[src/rtl/tioc_pkg.sv]
// ----------------------------------------------------------------------------
// tioc_pkg: shared types and helpers for the tensor index/offset converter
// Widths, command and status codes, register map and the 8-bit-per-stage
// shift-subtract division step used by the offset-to-index path.
// ----------------------------------------------------------------------------
package tioc_pkg;

	localparam int MAX_DIMS = 4;
	localparam int DIM_BITS = 8;
	localparam int OFF_W    = 32;
	localparam int LEN_W    = 3;
	localparam int FAIL_W   = 2;

	typedef logic [DIM_BITS-1:0] dim_t;
	typedef logic [OFF_W-1:0]    off_t;

	typedef enum logic [1:0] {
		CMD_TO_OFFSET = 2'd0,
		CMD_TO_INDEX  = 2'd1,
		CMD_RANGE     = 2'd2,
		CMD_NOP       = 2'd3
	} cmd_t;

	typedef enum logic [2:0] {
		ST_OK            = 3'd0,
		ST_LEN_MISMATCH  = 3'd1,
		ST_INDEX_OUT     = 3'd2,
		ST_MAX_OUT       = 3'd3,
		ST_MIN_ABOVE_MAX = 3'd4,
		ST_OFFSET_OUT    = 3'd5
	} status_t;

	typedef enum logic [2:0] {
		REG_DIM_COUNT = 3'd0,
		REG_SIZE_0    = 3'd1,
		REG_SIZE_1    = 3'd2,
		REG_SIZE_2    = 3'd3,
		REG_SIZE_3    = 3'd4
	} reg_idx_t;

	// quotient digit and remainder of one division chunk
	typedef struct packed {
		dim_t q;
		dim_t rem;
	} div_t;

	// DIM_BITS restoring steps: shift in one dividend bit, compare, subtract
	function automatic div_t div_chunk(dim_t rem_in, dim_t bits, dim_t dvs);
		logic [DIM_BITS:0] r;
		div_t              res;
		r     = {1'b0, rem_in};
		res.q = '0;
		for (int i = DIM_BITS - 1; i >= 0; i--) begin
			r = {r[DIM_BITS-1:0], bits[i]};
			if (r >= {1'b0, dvs}) begin
				r        = r - {1'b0, dvs};
				res.q[i] = 1'b1;
			end
		end
		res.rem = r[DIM_BITS-1:0];
		return res;
	endfunction

endpackage

[src/rtl/tioc_req_if.sv]
// ----------------------------------------------------------------------------
// tioc_req_if: command channel of the tensor index/offset converter
// valid/ready handshake carrying one conversion request per beat.
// ----------------------------------------------------------------------------
interface tioc_req_if;
	import tioc_pkg::*;

	logic                valid;
	logic                ready;
	logic [1:0]          command;
	logic [LEN_W-1:0]    index_length;
	dim_t                low_0;
	dim_t                low_1;
	dim_t                low_2;
	dim_t                low_3;
	dim_t                high_0;
	dim_t                high_1;
	dim_t                high_2;
	dim_t                high_3;
	off_t                linear_offset;

	modport source (
		output valid, command, index_length, low_0, low_1, low_2, low_3,
		output high_0, high_1, high_2, high_3, linear_offset,
		input  ready
	);

	modport sink (
		input  valid, command, index_length, low_0, low_1, low_2, low_3,
		input  high_0, high_1, high_2, high_3, linear_offset,
		output ready
	);

endinterface

[src/rtl/tioc_rsp_if.sv]
// ----------------------------------------------------------------------------
// tioc_rsp_if: result channel of the tensor index/offset converter
// valid/ready handshake carrying one conversion result per beat.
// ----------------------------------------------------------------------------
interface tioc_rsp_if;
	import tioc_pkg::*;

	logic                valid;
	logic                ready;
	off_t                result_offset;
	dim_t                coord_0;
	dim_t                coord_1;
	dim_t                coord_2;
	dim_t                coord_3;
	logic [2:0]          status;
	logic [FAIL_W-1:0]   failing_dimension;

	modport source (
		output valid, result_offset, coord_0, coord_1, coord_2, coord_3,
		output status, failing_dimension,
		input  ready
	);

	modport sink (
		input  valid, result_offset, coord_0, coord_1, coord_2, coord_3,
		input  status, failing_dimension,
		output ready
	);

endinterface

[src/rtl/tioc_radix_split.sv]
// ----------------------------------------------------------------------------
// tioc_radix_split: pipelined mixed-radix split of a linear offset
// Nine stages of shift-subtract division, one quotient digit per stage:
// four for size_0, three for size_1, two for size_2. The last quotient is
// the dimension 3 coordinate when the offset is in range.
// ----------------------------------------------------------------------------
module tioc_radix_split (
	input  logic           clk,
	input  logic           en,
	input  tioc_pkg::off_t offset,
	input  tioc_pkg::dim_t size_0,
	input  tioc_pkg::dim_t size_1,
	input  tioc_pkg::dim_t size_2,
	output tioc_pkg::dim_t coord_0,
	output tioc_pkg::dim_t coord_1,
	output tioc_pkg::dim_t coord_2,
	output tioc_pkg::dim_t coord_3
);
	import tioc_pkg::*;

	localparam int W0 = 4 * DIM_BITS;
	localparam int W1 = 3 * DIM_BITS;
	localparam int W2 = 2 * DIM_BITS;

	// dividend/quotient words: quotient digits shift in from the bottom
	logic [W0-1:0] num_a_s1, num_a_s2, num_a_s3, num_a_s4;
	dim_t          rem_a_s1, rem_a_s2, rem_a_s3, rem_a_s4;
	logic [W1-1:0] num_b_s5, num_b_s6, num_b_s7;
	dim_t          rem_b_s5, rem_b_s6, rem_b_s7;
	logic [W2-1:0] num_c_s8, num_c_s9;
	dim_t          rem_c_s8, rem_c_s9;
	dim_t          c0_s5, c0_s6, c0_s7, c0_s8, c0_s9;
	dim_t          c1_s8, c1_s9;

	div_t d1, d2, d3, d4, d5, d6, d7, d8, d9;

	// one digit per stage
	always_comb begin
		d1 = div_chunk('0, offset[W0-1 -: DIM_BITS], size_0);
		d2 = div_chunk(rem_a_s1, num_a_s1[W0-1 -: DIM_BITS], size_0);
		d3 = div_chunk(rem_a_s2, num_a_s2[W0-1 -: DIM_BITS], size_0);
		d4 = div_chunk(rem_a_s3, num_a_s3[W0-1 -: DIM_BITS], size_0);
		d5 = div_chunk('0, num_a_s4[W1-1 -: DIM_BITS], size_1);
		d6 = div_chunk(rem_b_s5, num_b_s5[W1-1 -: DIM_BITS], size_1);
		d7 = div_chunk(rem_b_s6, num_b_s6[W1-1 -: DIM_BITS], size_1);
		d8 = div_chunk('0, num_b_s7[W2-1 -: DIM_BITS], size_2);
		d9 = div_chunk(rem_c_s8, num_c_s8[W2-1 -: DIM_BITS], size_2);
	end

	// stage registers, advance with the pipeline
	always_ff @(posedge clk) begin
		if (en) begin
			num_a_s1 <= {offset[W0-DIM_BITS-1:0], d1.q};
			rem_a_s1 <= d1.rem;
			num_a_s2 <= {num_a_s1[W0-DIM_BITS-1:0], d2.q};
			rem_a_s2 <= d2.rem;
			num_a_s3 <= {num_a_s2[W0-DIM_BITS-1:0], d3.q};
			rem_a_s3 <= d3.rem;
			num_a_s4 <= {num_a_s3[W0-DIM_BITS-1:0], d4.q};
			rem_a_s4 <= d4.rem;

			num_b_s5 <= {num_a_s4[W1-DIM_BITS-1:0], d5.q};
			rem_b_s5 <= d5.rem;
			num_b_s6 <= {num_b_s5[W1-DIM_BITS-1:0], d6.q};
			rem_b_s6 <= d6.rem;
			num_b_s7 <= {num_b_s6[W1-DIM_BITS-1:0], d7.q};
			rem_b_s7 <= d7.rem;

			num_c_s8 <= {num_b_s7[W2-DIM_BITS-1:0], d8.q};
			rem_c_s8 <= d8.rem;
			num_c_s9 <= {num_c_s8[W2-DIM_BITS-1:0], d9.q};
			rem_c_s9 <= d9.rem;

			c0_s5 <= rem_a_s4;
			c0_s6 <= c0_s5;
			c0_s7 <= c0_s6;
			c0_s8 <= c0_s7;
			c0_s9 <= c0_s8;
			c1_s8 <= rem_b_s7;
			c1_s9 <= c1_s8;
		end
	end

	assign coord_0 = c0_s9;
	assign coord_1 = c1_s9;
	assign coord_2 = rem_c_s9;
	assign coord_3 = num_c_s9[DIM_BITS-1:0];

endmodule

[src/rtl/tensor_index_offset_converter_unit.sv]
// ----------------------------------------------------------------------------
// tensor_index_offset_converter_unit: tensor index <-> linear offset unit
// Bounds checks, index-to-offset, offset-to-index and range validation for
// a tensor of up to four dimensions, with sizes held in APB registers.
// ----------------------------------------------------------------------------
// The unit takes one request beat per clock while not stalled and returns
// results in order. The depth is set by the offset-to-index split: nine
// shift-subtract division stages of one 8-bit quotient digit each, with the
// bounds checks and the stride multiply-accumulate running alongside in the
// first four stages. A waiting result held by a low rsp.ready stalls the whole
// pipeline and req.ready drops with it. Sizes and dim_count feed every stage
// directly, so write them only while no request is in flight.
// ----------------------------------------------------------------------------
module tensor_index_offset_converter_unit (
	input  logic        clk,
	input  logic        arst_n,
	input  logic        psel,
	input  logic        penable,
	input  logic        pwrite,
	input  logic [4:0]  paddr,
	input  logic [31:0] pwdata,
	output logic [31:0] prdata,
	output logic        pready,
	tioc_req_if.sink    req,
	tioc_rsp_if.source  rsp
);
	import tioc_pkg::*;

	localparam int DEPTH = 10;

	typedef struct packed {
		logic [2:0]        status;
		logic [FAIL_W-1:0] fail;
		off_t              offset;
		logic              coord_ok;
	} meta_t;

	// configuration
	logic [LEN_W-1:0] dim_count_q;
	dim_t             size_q [MAX_DIMS];
	logic [2:0]       reg_idx;

	// pipeline control
	logic             vld_s [1:DEPTH];
	logic             adv;

	// stage 1 logic
	logic [LEN_W-1:0]  n_act;
	logic [MAX_DIMS-1:0] used, idx_bad, max_bad, ord_bad;
	dim_t              lo [MAX_DIMS];
	dim_t              hi [MAX_DIMS];
	dim_t              lo_m [MAX_DIMS];
	logic [FAIL_W-1:0] idx_fail, max_fail, ord_fail;
	logic [2:0]        chk_status;
	logic [FAIL_W-1:0] chk_fail;

	// stage registers
	logic [1:0]        cmd_s1, cmd_s2, cmd_s3;
	logic [2:0]        st_s1, st_s2, st_s3;
	logic [FAIL_W-1:0] fail_s1, fail_s2, fail_s3;
	dim_t              lo0_s1, lo2_s1, lo3_s1, lo3_s2;
	logic [15:0]       s01_s1, s01_s2, s01_s3, p1_s1;
	logic [23:0]       s012_s2, s012_s3, p2_s2;
	logic [16:0]       acc_s2;
	logic [24:0]       acc_s3;
	off_t              cnt_s3, p3_s3;
	off_t              lin_s1, lin_s2, lin_s3;
	meta_t             meta_s [4:9];
	meta_t             meta_nxt;
	off_t              cnt_sel;
	logic              oor;

	// split results and output stage
	dim_t              c0, c1, c2, c3;
	off_t              offset_s10;
	dim_t              coord_0_s10, coord_1_s10, coord_2_s10, coord_3_s10;
	logic [2:0]        status_s10;
	logic [FAIL_W-1:0] fail_s10;

	// ------------------------------------------------------------------
	// APB register file
	// ------------------------------------------------------------------
	assign pready  = 1'b1;
	assign reg_idx = paddr[4:2];

	always_ff @(posedge clk or negedge arst_n) begin
		if (!arst_n) begin
			dim_count_q <= '0;
			for (int d = 0; d < MAX_DIMS; d++) begin
				size_q[d] <= dim_t'(1);
			end
		end else if (psel && penable && pwrite && pready) begin
			case (reg_idx)
				REG_DIM_COUNT: dim_count_q <= pwdata[LEN_W-1:0];
				REG_SIZE_0:    size_q[0] <= pwdata[DIM_BITS-1:0];
				REG_SIZE_1:    size_q[1] <= pwdata[DIM_BITS-1:0];
				REG_SIZE_2:    size_q[2] <= pwdata[DIM_BITS-1:0];
				REG_SIZE_3:    size_q[3] <= pwdata[DIM_BITS-1:0];
				default: ;
			endcase
		end
	end

	always_comb begin
		case (reg_idx)
			REG_DIM_COUNT: prdata = 32'(dim_count_q);
			REG_SIZE_0:    prdata = 32'(size_q[0]);
			REG_SIZE_1:    prdata = 32'(size_q[1]);
			REG_SIZE_2:    prdata = 32'(size_q[2]);
			REG_SIZE_3:    prdata = 32'(size_q[3]);
			default:       prdata = '0;
		endcase
	end

	// ------------------------------------------------------------------
	// Pipeline advance: all stages move together unless the output is held
	// ------------------------------------------------------------------
	assign adv       = !vld_s[DEPTH] || rsp.ready;
	assign req.ready = adv;

	always_ff @(posedge clk or negedge arst_n) begin
		if (!arst_n) begin
			for (int k = 1; k <= DEPTH; k++) begin
				vld_s[k] <= 1'b0;
			end
		end else if (adv) begin
			vld_s[1] <= req.valid;
			for (int k = 2; k <= DEPTH; k++) begin
				vld_s[k] <= vld_s[k-1];
			end
		end
	end

	// ------------------------------------------------------------------
	// Stage 1: active dimensions and the index and range bounds checks
	// ------------------------------------------------------------------
	assign n_act = (dim_count_q > LEN_W'(MAX_DIMS)) ? LEN_W'(MAX_DIMS) : dim_count_q;

	assign lo[0] = req.low_0;
	assign lo[1] = req.low_1;
	assign lo[2] = req.low_2;
	assign lo[3] = req.low_3;
	assign hi[0] = req.high_0;
	assign hi[1] = req.high_1;
	assign hi[2] = req.high_2;
	assign hi[3] = req.high_3;

	always_comb begin
		for (int d = 0; d < MAX_DIMS; d++) begin
			used[d]    = LEN_W'(d) < n_act;
			lo_m[d]    = used[d] ? lo[d] : '0;
			idx_bad[d] = used[d] && (lo[d] >= size_q[d]);
			max_bad[d] = used[d] && (hi[d] > size_q[d]);
			ord_bad[d] = used[d] && (lo[d] > hi[d]);
		end
		// lowest failing dimension wins
		idx_fail = '0;
		max_fail = '0;
		ord_fail = '0;
		for (int d = MAX_DIMS - 1; d >= 0; d--) begin
			if (idx_bad[d]) idx_fail = FAIL_W'(d);
			if (max_bad[d]) max_fail = FAIL_W'(d);
			if (ord_bad[d]) ord_fail = FAIL_W'(d);
		end
	end

	always_comb begin
		chk_status = ST_OK;
		chk_fail   = '0;
		case (cmd_t'(req.command))
			CMD_TO_OFFSET, CMD_RANGE: begin
				if (req.index_length != n_act) begin
					chk_status = ST_LEN_MISMATCH;
				end else if (|idx_bad) begin
					chk_status = ST_INDEX_OUT;
					chk_fail   = idx_fail;
				end else if (cmd_t'(req.command) == CMD_RANGE) begin
					if (|max_bad) begin
						chk_status = ST_MAX_OUT;
						chk_fail   = max_fail;
					end else if (|ord_bad) begin
						chk_status = ST_MIN_ABOVE_MAX;
						chk_fail   = ord_fail;
					end
				end
			end
			default: ;
		endcase
	end

	// stage 1..3: strides and weighted coordinates, a stride multiply and a coordinate multiply per stage
	always_ff @(posedge clk) begin
		if (adv) begin
			cmd_s1  <= req.command;
			st_s1   <= chk_status;
			fail_s1 <= chk_fail;
			lo0_s1  <= lo_m[0];
			lo2_s1  <= lo_m[2];
			lo3_s1  <= lo_m[3];
			s01_s1  <= 16'(size_q[0]) * 16'(size_q[1]);
			p1_s1   <= 16'(size_q[0]) * 16'(lo_m[1]);
			lin_s1  <= req.linear_offset;

			cmd_s2  <= cmd_s1;
			st_s2   <= st_s1;
			fail_s2 <= fail_s1;
			lo3_s2  <= lo3_s1;
			s01_s2  <= s01_s1;
			s012_s2 <= 24'(s01_s1) * 24'(size_q[2]);
			p2_s2   <= 24'(s01_s1) * 24'(lo2_s1);
			acc_s2  <= 17'(lo0_s1) + 17'(p1_s1);
			lin_s2  <= lin_s1;

			cmd_s3  <= cmd_s2;
			st_s3   <= st_s2;
			fail_s3 <= fail_s2;
			s01_s3  <= s01_s2;
			s012_s3 <= s012_s2;
			cnt_s3  <= 32'(s012_s2) * 32'(size_q[3]);
			p3_s3   <= 32'(s012_s2) * 32'(lo3_s2);
			acc_s3  <= 25'(acc_s2) + 25'(p2_s2);
			lin_s3  <= lin_s2;
		end
	end

	// ------------------------------------------------------------------
	// Stage 4: element count compare, final offset, final status
	// ------------------------------------------------------------------
	always_comb begin
		case (n_act)
			3'd1:    cnt_sel = off_t'(size_q[0]);
			3'd2:    cnt_sel = off_t'(s01_s3);
			3'd3:    cnt_sel = off_t'(s012_s3);
			3'd4:    cnt_sel = cnt_s3;
			default: cnt_sel = '0;
		endcase
		oor = (n_act == '0) || (lin_s3 >= cnt_sel);

		meta_nxt.status   = st_s3;
		meta_nxt.fail     = fail_s3;
		meta_nxt.offset   = '0;
		meta_nxt.coord_ok = 1'b0;
		case (cmd_t'(cmd_s3))
			CMD_TO_OFFSET: begin
				if (st_s3 == ST_OK) meta_nxt.offset = off_t'(acc_s3) + p3_s3;
			end
			CMD_TO_INDEX: begin
				if (oor) meta_nxt.status = ST_OFFSET_OUT;
				else     meta_nxt.coord_ok = 1'b1;
			end
			default: ;
		endcase
	end

	always_ff @(posedge clk) begin
		if (adv) begin
			meta_s[4] <= meta_nxt;
			for (int k = 5; k <= 9; k++) begin
				meta_s[k] <= meta_s[k-1];
			end
		end
	end

	// offset split into coordinates, stages 1..9
	tioc_radix_split u_split (
		.clk     (clk),
		.en      (adv),
		.offset  (req.linear_offset),
		.size_0  (size_q[0]),
		.size_1  (size_q[1]),
		.size_2  (size_q[2]),
		.coord_0 (c0),
		.coord_1 (c1),
		.coord_2 (c2),
		.coord_3 (c3)
	);

	// ------------------------------------------------------------------
	// Stage 10: output register, unused dimensions read as zero
	// ------------------------------------------------------------------
	always_ff @(posedge clk) begin
		if (adv) begin
			offset_s10  <= meta_s[9].offset;
			status_s10  <= meta_s[9].status;
			fail_s10    <= meta_s[9].fail;
			coord_0_s10 <= (meta_s[9].coord_ok && used[0]) ? c0 : '0;
			coord_1_s10 <= (meta_s[9].coord_ok && used[1]) ? c1 : '0;
			coord_2_s10 <= (meta_s[9].coord_ok && used[2]) ? c2 : '0;
			coord_3_s10 <= (meta_s[9].coord_ok && used[3]) ? c3 : '0;
		end
	end

	assign rsp.valid             = vld_s[DEPTH];
	assign rsp.result_offset     = offset_s10;
	assign rsp.coord_0           = coord_0_s10;
	assign rsp.coord_1           = coord_1_s10;
	assign rsp.coord_2           = coord_2_s10;
	assign rsp.coord_3           = coord_3_s10;
	assign rsp.status            = status_s10;
	assign rsp.failing_dimension = fail_s10;

endmodule

[src/flat_wrapper.sv]
// flat-port wrapper written by rule: the top's interface ports become plain ports
module tensor_index_offset_converter_unit_flat import tioc_pkg::*;
  (clk, arst_n, psel, penable, pwrite, paddr, pwdata, prdata, pready, req_valid, req_command, req_index_length, req_low_0, req_low_1, req_low_2, req_low_3, req_high_0, req_high_1, req_high_2, req_high_3, req_linear_offset, req_ready, rsp_valid, rsp_result_offset, rsp_coord_0, rsp_coord_1, rsp_coord_2, rsp_coord_3, rsp_status, rsp_failing_dimension, rsp_ready);
  tioc_req_if req_i ();
  tioc_rsp_if rsp_i ();
  input  logic clk;
  input  logic arst_n;
  input  logic psel;
  input  logic penable;
  input  logic pwrite;
  input  logic [4:0] paddr;
  input  logic [31:0] pwdata;
  output logic [31:0] prdata;
  output logic pready;
  input wire logic [$bits(req_i.valid)-1:0] req_valid;
  input wire logic [$bits(req_i.command)-1:0] req_command;
  input wire logic [$bits(req_i.index_length)-1:0] req_index_length;
  input wire logic [$bits(req_i.low_0)-1:0] req_low_0;
  input wire logic [$bits(req_i.low_1)-1:0] req_low_1;
  input wire logic [$bits(req_i.low_2)-1:0] req_low_2;
  input wire logic [$bits(req_i.low_3)-1:0] req_low_3;
  input wire logic [$bits(req_i.high_0)-1:0] req_high_0;
  input wire logic [$bits(req_i.high_1)-1:0] req_high_1;
  input wire logic [$bits(req_i.high_2)-1:0] req_high_2;
  input wire logic [$bits(req_i.high_3)-1:0] req_high_3;
  input wire logic [$bits(req_i.linear_offset)-1:0] req_linear_offset;
  output wire logic [$bits(req_i.ready)-1:0] req_ready;
  output wire logic [$bits(rsp_i.valid)-1:0] rsp_valid;
  output wire logic [$bits(rsp_i.result_offset)-1:0] rsp_result_offset;
  output wire logic [$bits(rsp_i.coord_0)-1:0] rsp_coord_0;
  output wire logic [$bits(rsp_i.coord_1)-1:0] rsp_coord_1;
  output wire logic [$bits(rsp_i.coord_2)-1:0] rsp_coord_2;
  output wire logic [$bits(rsp_i.coord_3)-1:0] rsp_coord_3;
  output wire logic [$bits(rsp_i.status)-1:0] rsp_status;
  output wire logic [$bits(rsp_i.failing_dimension)-1:0] rsp_failing_dimension;
  input wire logic [$bits(rsp_i.ready)-1:0] rsp_ready;
  assign req_i.valid = req_valid;
  assign req_i.command = req_command;
  assign req_i.index_length = req_index_length;
  assign req_i.low_0 = req_low_0;
  assign req_i.low_1 = req_low_1;
  assign req_i.low_2 = req_low_2;
  assign req_i.low_3 = req_low_3;
  assign req_i.high_0 = req_high_0;
  assign req_i.high_1 = req_high_1;
  assign req_i.high_2 = req_high_2;
  assign req_i.high_3 = req_high_3;
  assign req_i.linear_offset = req_linear_offset;
  assign req_ready = req_i.ready;
  assign rsp_valid = rsp_i.valid;
  assign rsp_result_offset = rsp_i.result_offset;
  assign rsp_coord_0 = rsp_i.coord_0;
  assign rsp_coord_1 = rsp_i.coord_1;
  assign rsp_coord_2 = rsp_i.coord_2;
  assign rsp_coord_3 = rsp_i.coord_3;
  assign rsp_status = rsp_i.status;
  assign rsp_failing_dimension = rsp_i.failing_dimension;
  assign rsp_i.ready = rsp_ready;
  tensor_index_offset_converter_unit u_core (.clk(clk), .arst_n(arst_n), .psel(psel), .penable(penable), .pwrite(pwrite), .paddr(paddr), .pwdata(pwdata), .prdata(prdata), .pready(pready), .req(req_i), .rsp(rsp_i));
endmodule
[config.mk]
export PLATFORM = sky130hd
export DESIGN_NAME = tensor_index_offset_converter_unit_flat
export DESIGN_NICKNAME = d
export VERILOG_FILES = /design/src/rtl/tioc_pkg.sv /design/src/rtl/tioc_req_if.sv /design/src/rtl/tioc_rsp_if.sv /design/src/rtl/tioc_radix_split.sv /design/src/rtl/tensor_index_offset_converter_unit.sv /design/src/flat_wrapper.sv
export SDC_FILE = /design/constraint.sdc
export NUM_CORES = 2
export LEC_CHECK = 0
export BUFFER_PORTS_ARGS = -buffer_cell sky130_fd_sc_hd__buf_2
export CELL_PAD_IN_SITES_DETAIL_PLACEMENT = 1
export CELL_PAD_IN_SITES_GLOBAL_PLACEMENT = 2
export CORE_AREA = 5 5 416 726
export DETAILED_ROUTE_END_ITERATION = 8
export DIE_AREA = 0 0 421 731
export PLACE_DENSITY = 0.58
export SYNTH_ARGS = -nofsm -noshare
export SYNTH_HDL_FRONTEND = slang
export SYNTH_SLANG_ARGS = --single-unit
[constraint.sdc]
create_clock -name clk -period 105.1 [get_ports clk]
set_input_delay 21.02 -clock clk [delete_from_list [all_inputs] [get_ports clk]]
set_output_delay 21.02 -clock clk [all_outputs]
set_load 0.05 [all_outputs]
==> impl_summary.md <==
Yosys
The share of synthesized registers carrying an async set or reset is 4.62%. Summing every instance area after synthesis gives 88200 µm². After synthesis, flip-flops and latches occupy 32.9% of the total area.

After synthesis, the mean cell area works out to 10.3 µm². The synthesized design contains 973 register bits. Counting flops with a built-in enable in the synthesized netlist gives 928. Yosys mapped the design onto 115 distinct sky130hd cell types.

The yosys synthesis warning count is 0. The count of mapped cells out of synthesis is 8566. The commonest register cell after synthesis is edfxtp_1.

Global routing
The pin count of the biggest net entering global routing is 93. The via count of the first global-routing pass was 71400. The wire length of the first global-routing pass is 439000 µm. The number of antenna violations at the first check in global routing is 23. Global routing consumed, over all layers together, 18.7% of the routing resources.

The total overflow left after global routing is 0.

STA
On the final layout, the worst hold slack is 0.408 ns. Dividing the final minimum period by the clock period gives 42.0%. The setup total negative slack is 0 ns.

The total count of max-transition violations in the final report is 0. The total of endpoints with negative setup slack in the final report is 0. The worst slew margin relative to its limit is 19.9%. The time the worst path needs with I/O delays and setup is 44.13 ns.

The fmax is 22.7 MHz. The final hold violation count is 0. Setup repair after global routing left no endpoint under its margin. For the pin with the worst max-slew slack, the measured transition is 1.20 ns. The final worst clock skew is 0.0606 ns.

Critical path
The worst setup path is launched from an input pin. The stage delay of the slowest cell on the critical path is 0.76 ns. In this design, the critical path's most frequently occurring cell is buf_2.

The startpoint of the most critical setup path is paddr[2]. In this run the worst path has a maximum fanout of 20. The slowest library cell on the worst path is o21ai_0. The critical path goes through buf_2 -> nor2b_1 -> a22oi_1 -> o21ai_0 -> buf_2. The startpoint of the most critical register-to-register path is u_core.size_q[17]. STA classifies the critical path endpoint as an output port. The critical path contains buffers and inverters numbering 2 combined. STA puts the critical path data arrival time at 23.11 ns. The critical path in this run is classified as input pin to output port.

The family with the most delay on the worst path is compound AO/OA/AOI/OAI gates. The required time reported for the critical path endpoint is 84.08 ns.

Routing
The DRC violation total after the first TritonRoute iteration is 2209. The number of nets still failing antenna checks after routing is 0. The routed wire length is 292000 µm. Dividing the detail-routed wire length by the instance count gives 22.8 µm. Dividing the detail-routed via count by the number of cells gives 5.01. The iteration count of the initial detailed-routing pass is 4. The via count of the routed design is 64000. The DRC violation count after routing is 0.

Clocking
The library cell used as clock root buffer is clkbuf_16. The clock reaches the later pin of the worst-skew pair after 0.79 ns. The count of buffers added by post-CTS timing repair for setup is 0. Hold repair after CTS inserted 0 buffers. The clock passes through at most 3 buffers. After clock tree synthesis, the clock-pin slew on the worst setup and hold paths is 0.07 ns.

The H-tree generated during clock tree synthesis spans 3 levels. Clock tree synthesis inserted a total of 105 buffers. Gates resized during post-CTS repair numbered 0. The TritonCTS clock tree is built. The clock net in this run drives a total of 973 sinks.

Floorplan
In this run the standard cell core region covers 295000 µm². The area enclosed by the die boundary is 308000 µm². The die height is 731 µm.

During I/O placement, the number of pins put on the boundary was 249. The horizontal die dimension is 421 µm. The initial cell density of the core is 29.9%. The initialized floorplan defines 264 standard-cell rows.

Run status
The run finished with clean final reports.

Placed design
Routability-driven placement finished with a final weighted congestion of 0.805. The number of port buffers is 197. The sum of net half-perimeters after detailed placement is 228000 µm.

Layout
The final-stage net count is 10500. Compared with the post-synthesis result, the final layout area differs by 10.9%. At the end of the flow the core is filled with cells to 33.2%. The ratio of cells with drive above 1 in the final layout is 10.1%.

Job
The reported max-cap violation count is 0.

Min path
The hold path startpoint is u_core.u_split.num_a_s4[2]. The type of the most critical hold path is flop to flop.
## stage by stage
| stage | cell area (µm²) | setup slack [ns] | std cells |
|---|---|---|---|
| finish | 97800 | 60.97 | 12800 |
| global route | 97800 | 60.97 | 12800 |
| CTS | 97800 | 61.10 | 12800 |
| detailed placement | 94200 | 61.09 | 12600 |
| global placement | 94200 | 61.10 | 12600 |
| floorplan | 88300 | 37.35 | 8589 |
## routing by layer
| layer | routed length, µm | track usage [%] | up-vias |
|---|---|---|---|
| met5 | 62 | 0 | - |
| met4 | 9580 | 5.63 | 10 |
| met3 | 7830 | 2.03 | 321 |
| met2 | 163000 | 37.9 | 672 |
| met1 | 111000 | 20.0 | 32700 |
| li1 | - | - | 30200 |
## worst reg2reg max path, delay by kind of cell, from the launching register on
family                     cells  cell delay (ns)
adders and majority gates      8             2.56
and+or+nand+nor               12             2.73
buffers and inverters          9             1.72
muxes                          4             1.60
DFF                            1             0.61
AOI/OAI and AO/OA             54            13.60
## cells in the mapped netlist, drive strengths merged (93+ instances only)
library cell / number / share of area (%)
a21o: 219 / 1.9
a21oi: 420 / 2.4
and2: 340 / 2.4
and3: 120 / 0.85
clkbuf: 157 / 0.67
edfxtp: 928 / 32
fa: 576 / 13
ha: 1000 / 14
inv: 1028 / 4.4
mux2: 286 / 3.7
mux2i: 128 / 1.5
nand2: 700 / 3.0
nand2b: 105 / 0.74
nand3: 139 / 0.79
nor2: 434 / 1.9
nor2b: 151 / 1.1
nor3: 93 / 0.56
o21ai: 442 / 2.5
xnor2: 307 / 3.0
xor2: 180 / 1.8
## layout by cell type (no fill, tap or decap), types with 20 or more instances in the layout
cell type,Yosys,routed
a211oi_1,28,28
a21boi_0,64,64
a21o_1,219,219
a21oi_1,418,418
and2_1,340,340
and3_1,120,120
buf_2,22,197
buf_4,29,141
clkbuf_16,0,107
conb_1,2,25
dfrtp_1,41,37
edfxtp_1,928,928
fa_1,576,576
ha_1,1000,1000
inv_1,1020,1013
mux2_2,279,279
mux2i_1,125,125
nand2_1,699,699
nand2b_1,105,104
nand3_1,138,138
nand4_1,85,85
nor2_1,432,432
nor2b_1,151,151
nor3_1,90,88
nor3b_1,29,29
o211ai_1,34,34
o21a_1,75,75
o21ai_0,436,436
o21bai_1,48,48
o31a_1,20,20
o31ai_1,21,21
or3_1,28,28
xnor2_1,307,307
xor2_1,180,180
## registers in the layout (all words and copies together), names as in the netlist, 25 cells and up
signal / count
u_core.rsp.result_offset: 32
u_core.p3_s3: 32
u_core.meta_s: 228
u_core.acc_s3: 25
u_core.lin_s3: 25
u_core.size_q: 32
u_core.cnt_s3: 32
## logic make-up (layout without fill, tap and decap cells)
| logic type | Yosys count | in the layout | share of synthesized area, % |
|---|---|---|---|
| and+or+nand+nor | 2295 | 2295 | 13.0 |
| other | 2 | 34 | 0.00851 |
| xor gates and xnor gates | 487 | 487 | 4.84 |
| AOI/OAI and AO/OA | 1570 | 1570 | 11.4 |
| DFF | 973 | 973 | 32.9 |
| muxes | 414 | 414 | 5.15 |
| adders and majority gates | 1576 | 1576 | 27.3 |
| buffers and inverters | 1249 | 1569 | 5.50 |
## path summary, 6_finish.rpt
kind / to / slack, ns / depth (start not counted)
setup reg to reg: u_core.u_split.rem_b_s7[2] / 82.09 / 87
min in group asynchronous: u_core.vld_s[4] / 20.33 / 2
max in group asynchronous: u_core.dim_count_q[2] / 84.14 / 2
setup / recovery: prdata[3] / 60.97 / 5
hold / removal: u_core.u_split.num_b_s5[10] / 0.41 / 0
hold reg to reg: u_core.u_split.num_b_s5[10] / 0.41 / 0
## final cells by class
class / count / area [µm²]
tap: 3857 / 4830
antenna: 9 / 22.5
timing repair buffer: 339 / 2050
sequential: 973 / 29000
multi-input combinational: 6367 / 54500
clock inverter: 80 / 868
fill: 33000 / 197000
inverter: 1030 / 3870
clock buffer: 120 / 2740
Power is not shown: default switching activity piles up to over one toggle a cycle in this logic, so the estimate is an artifact.
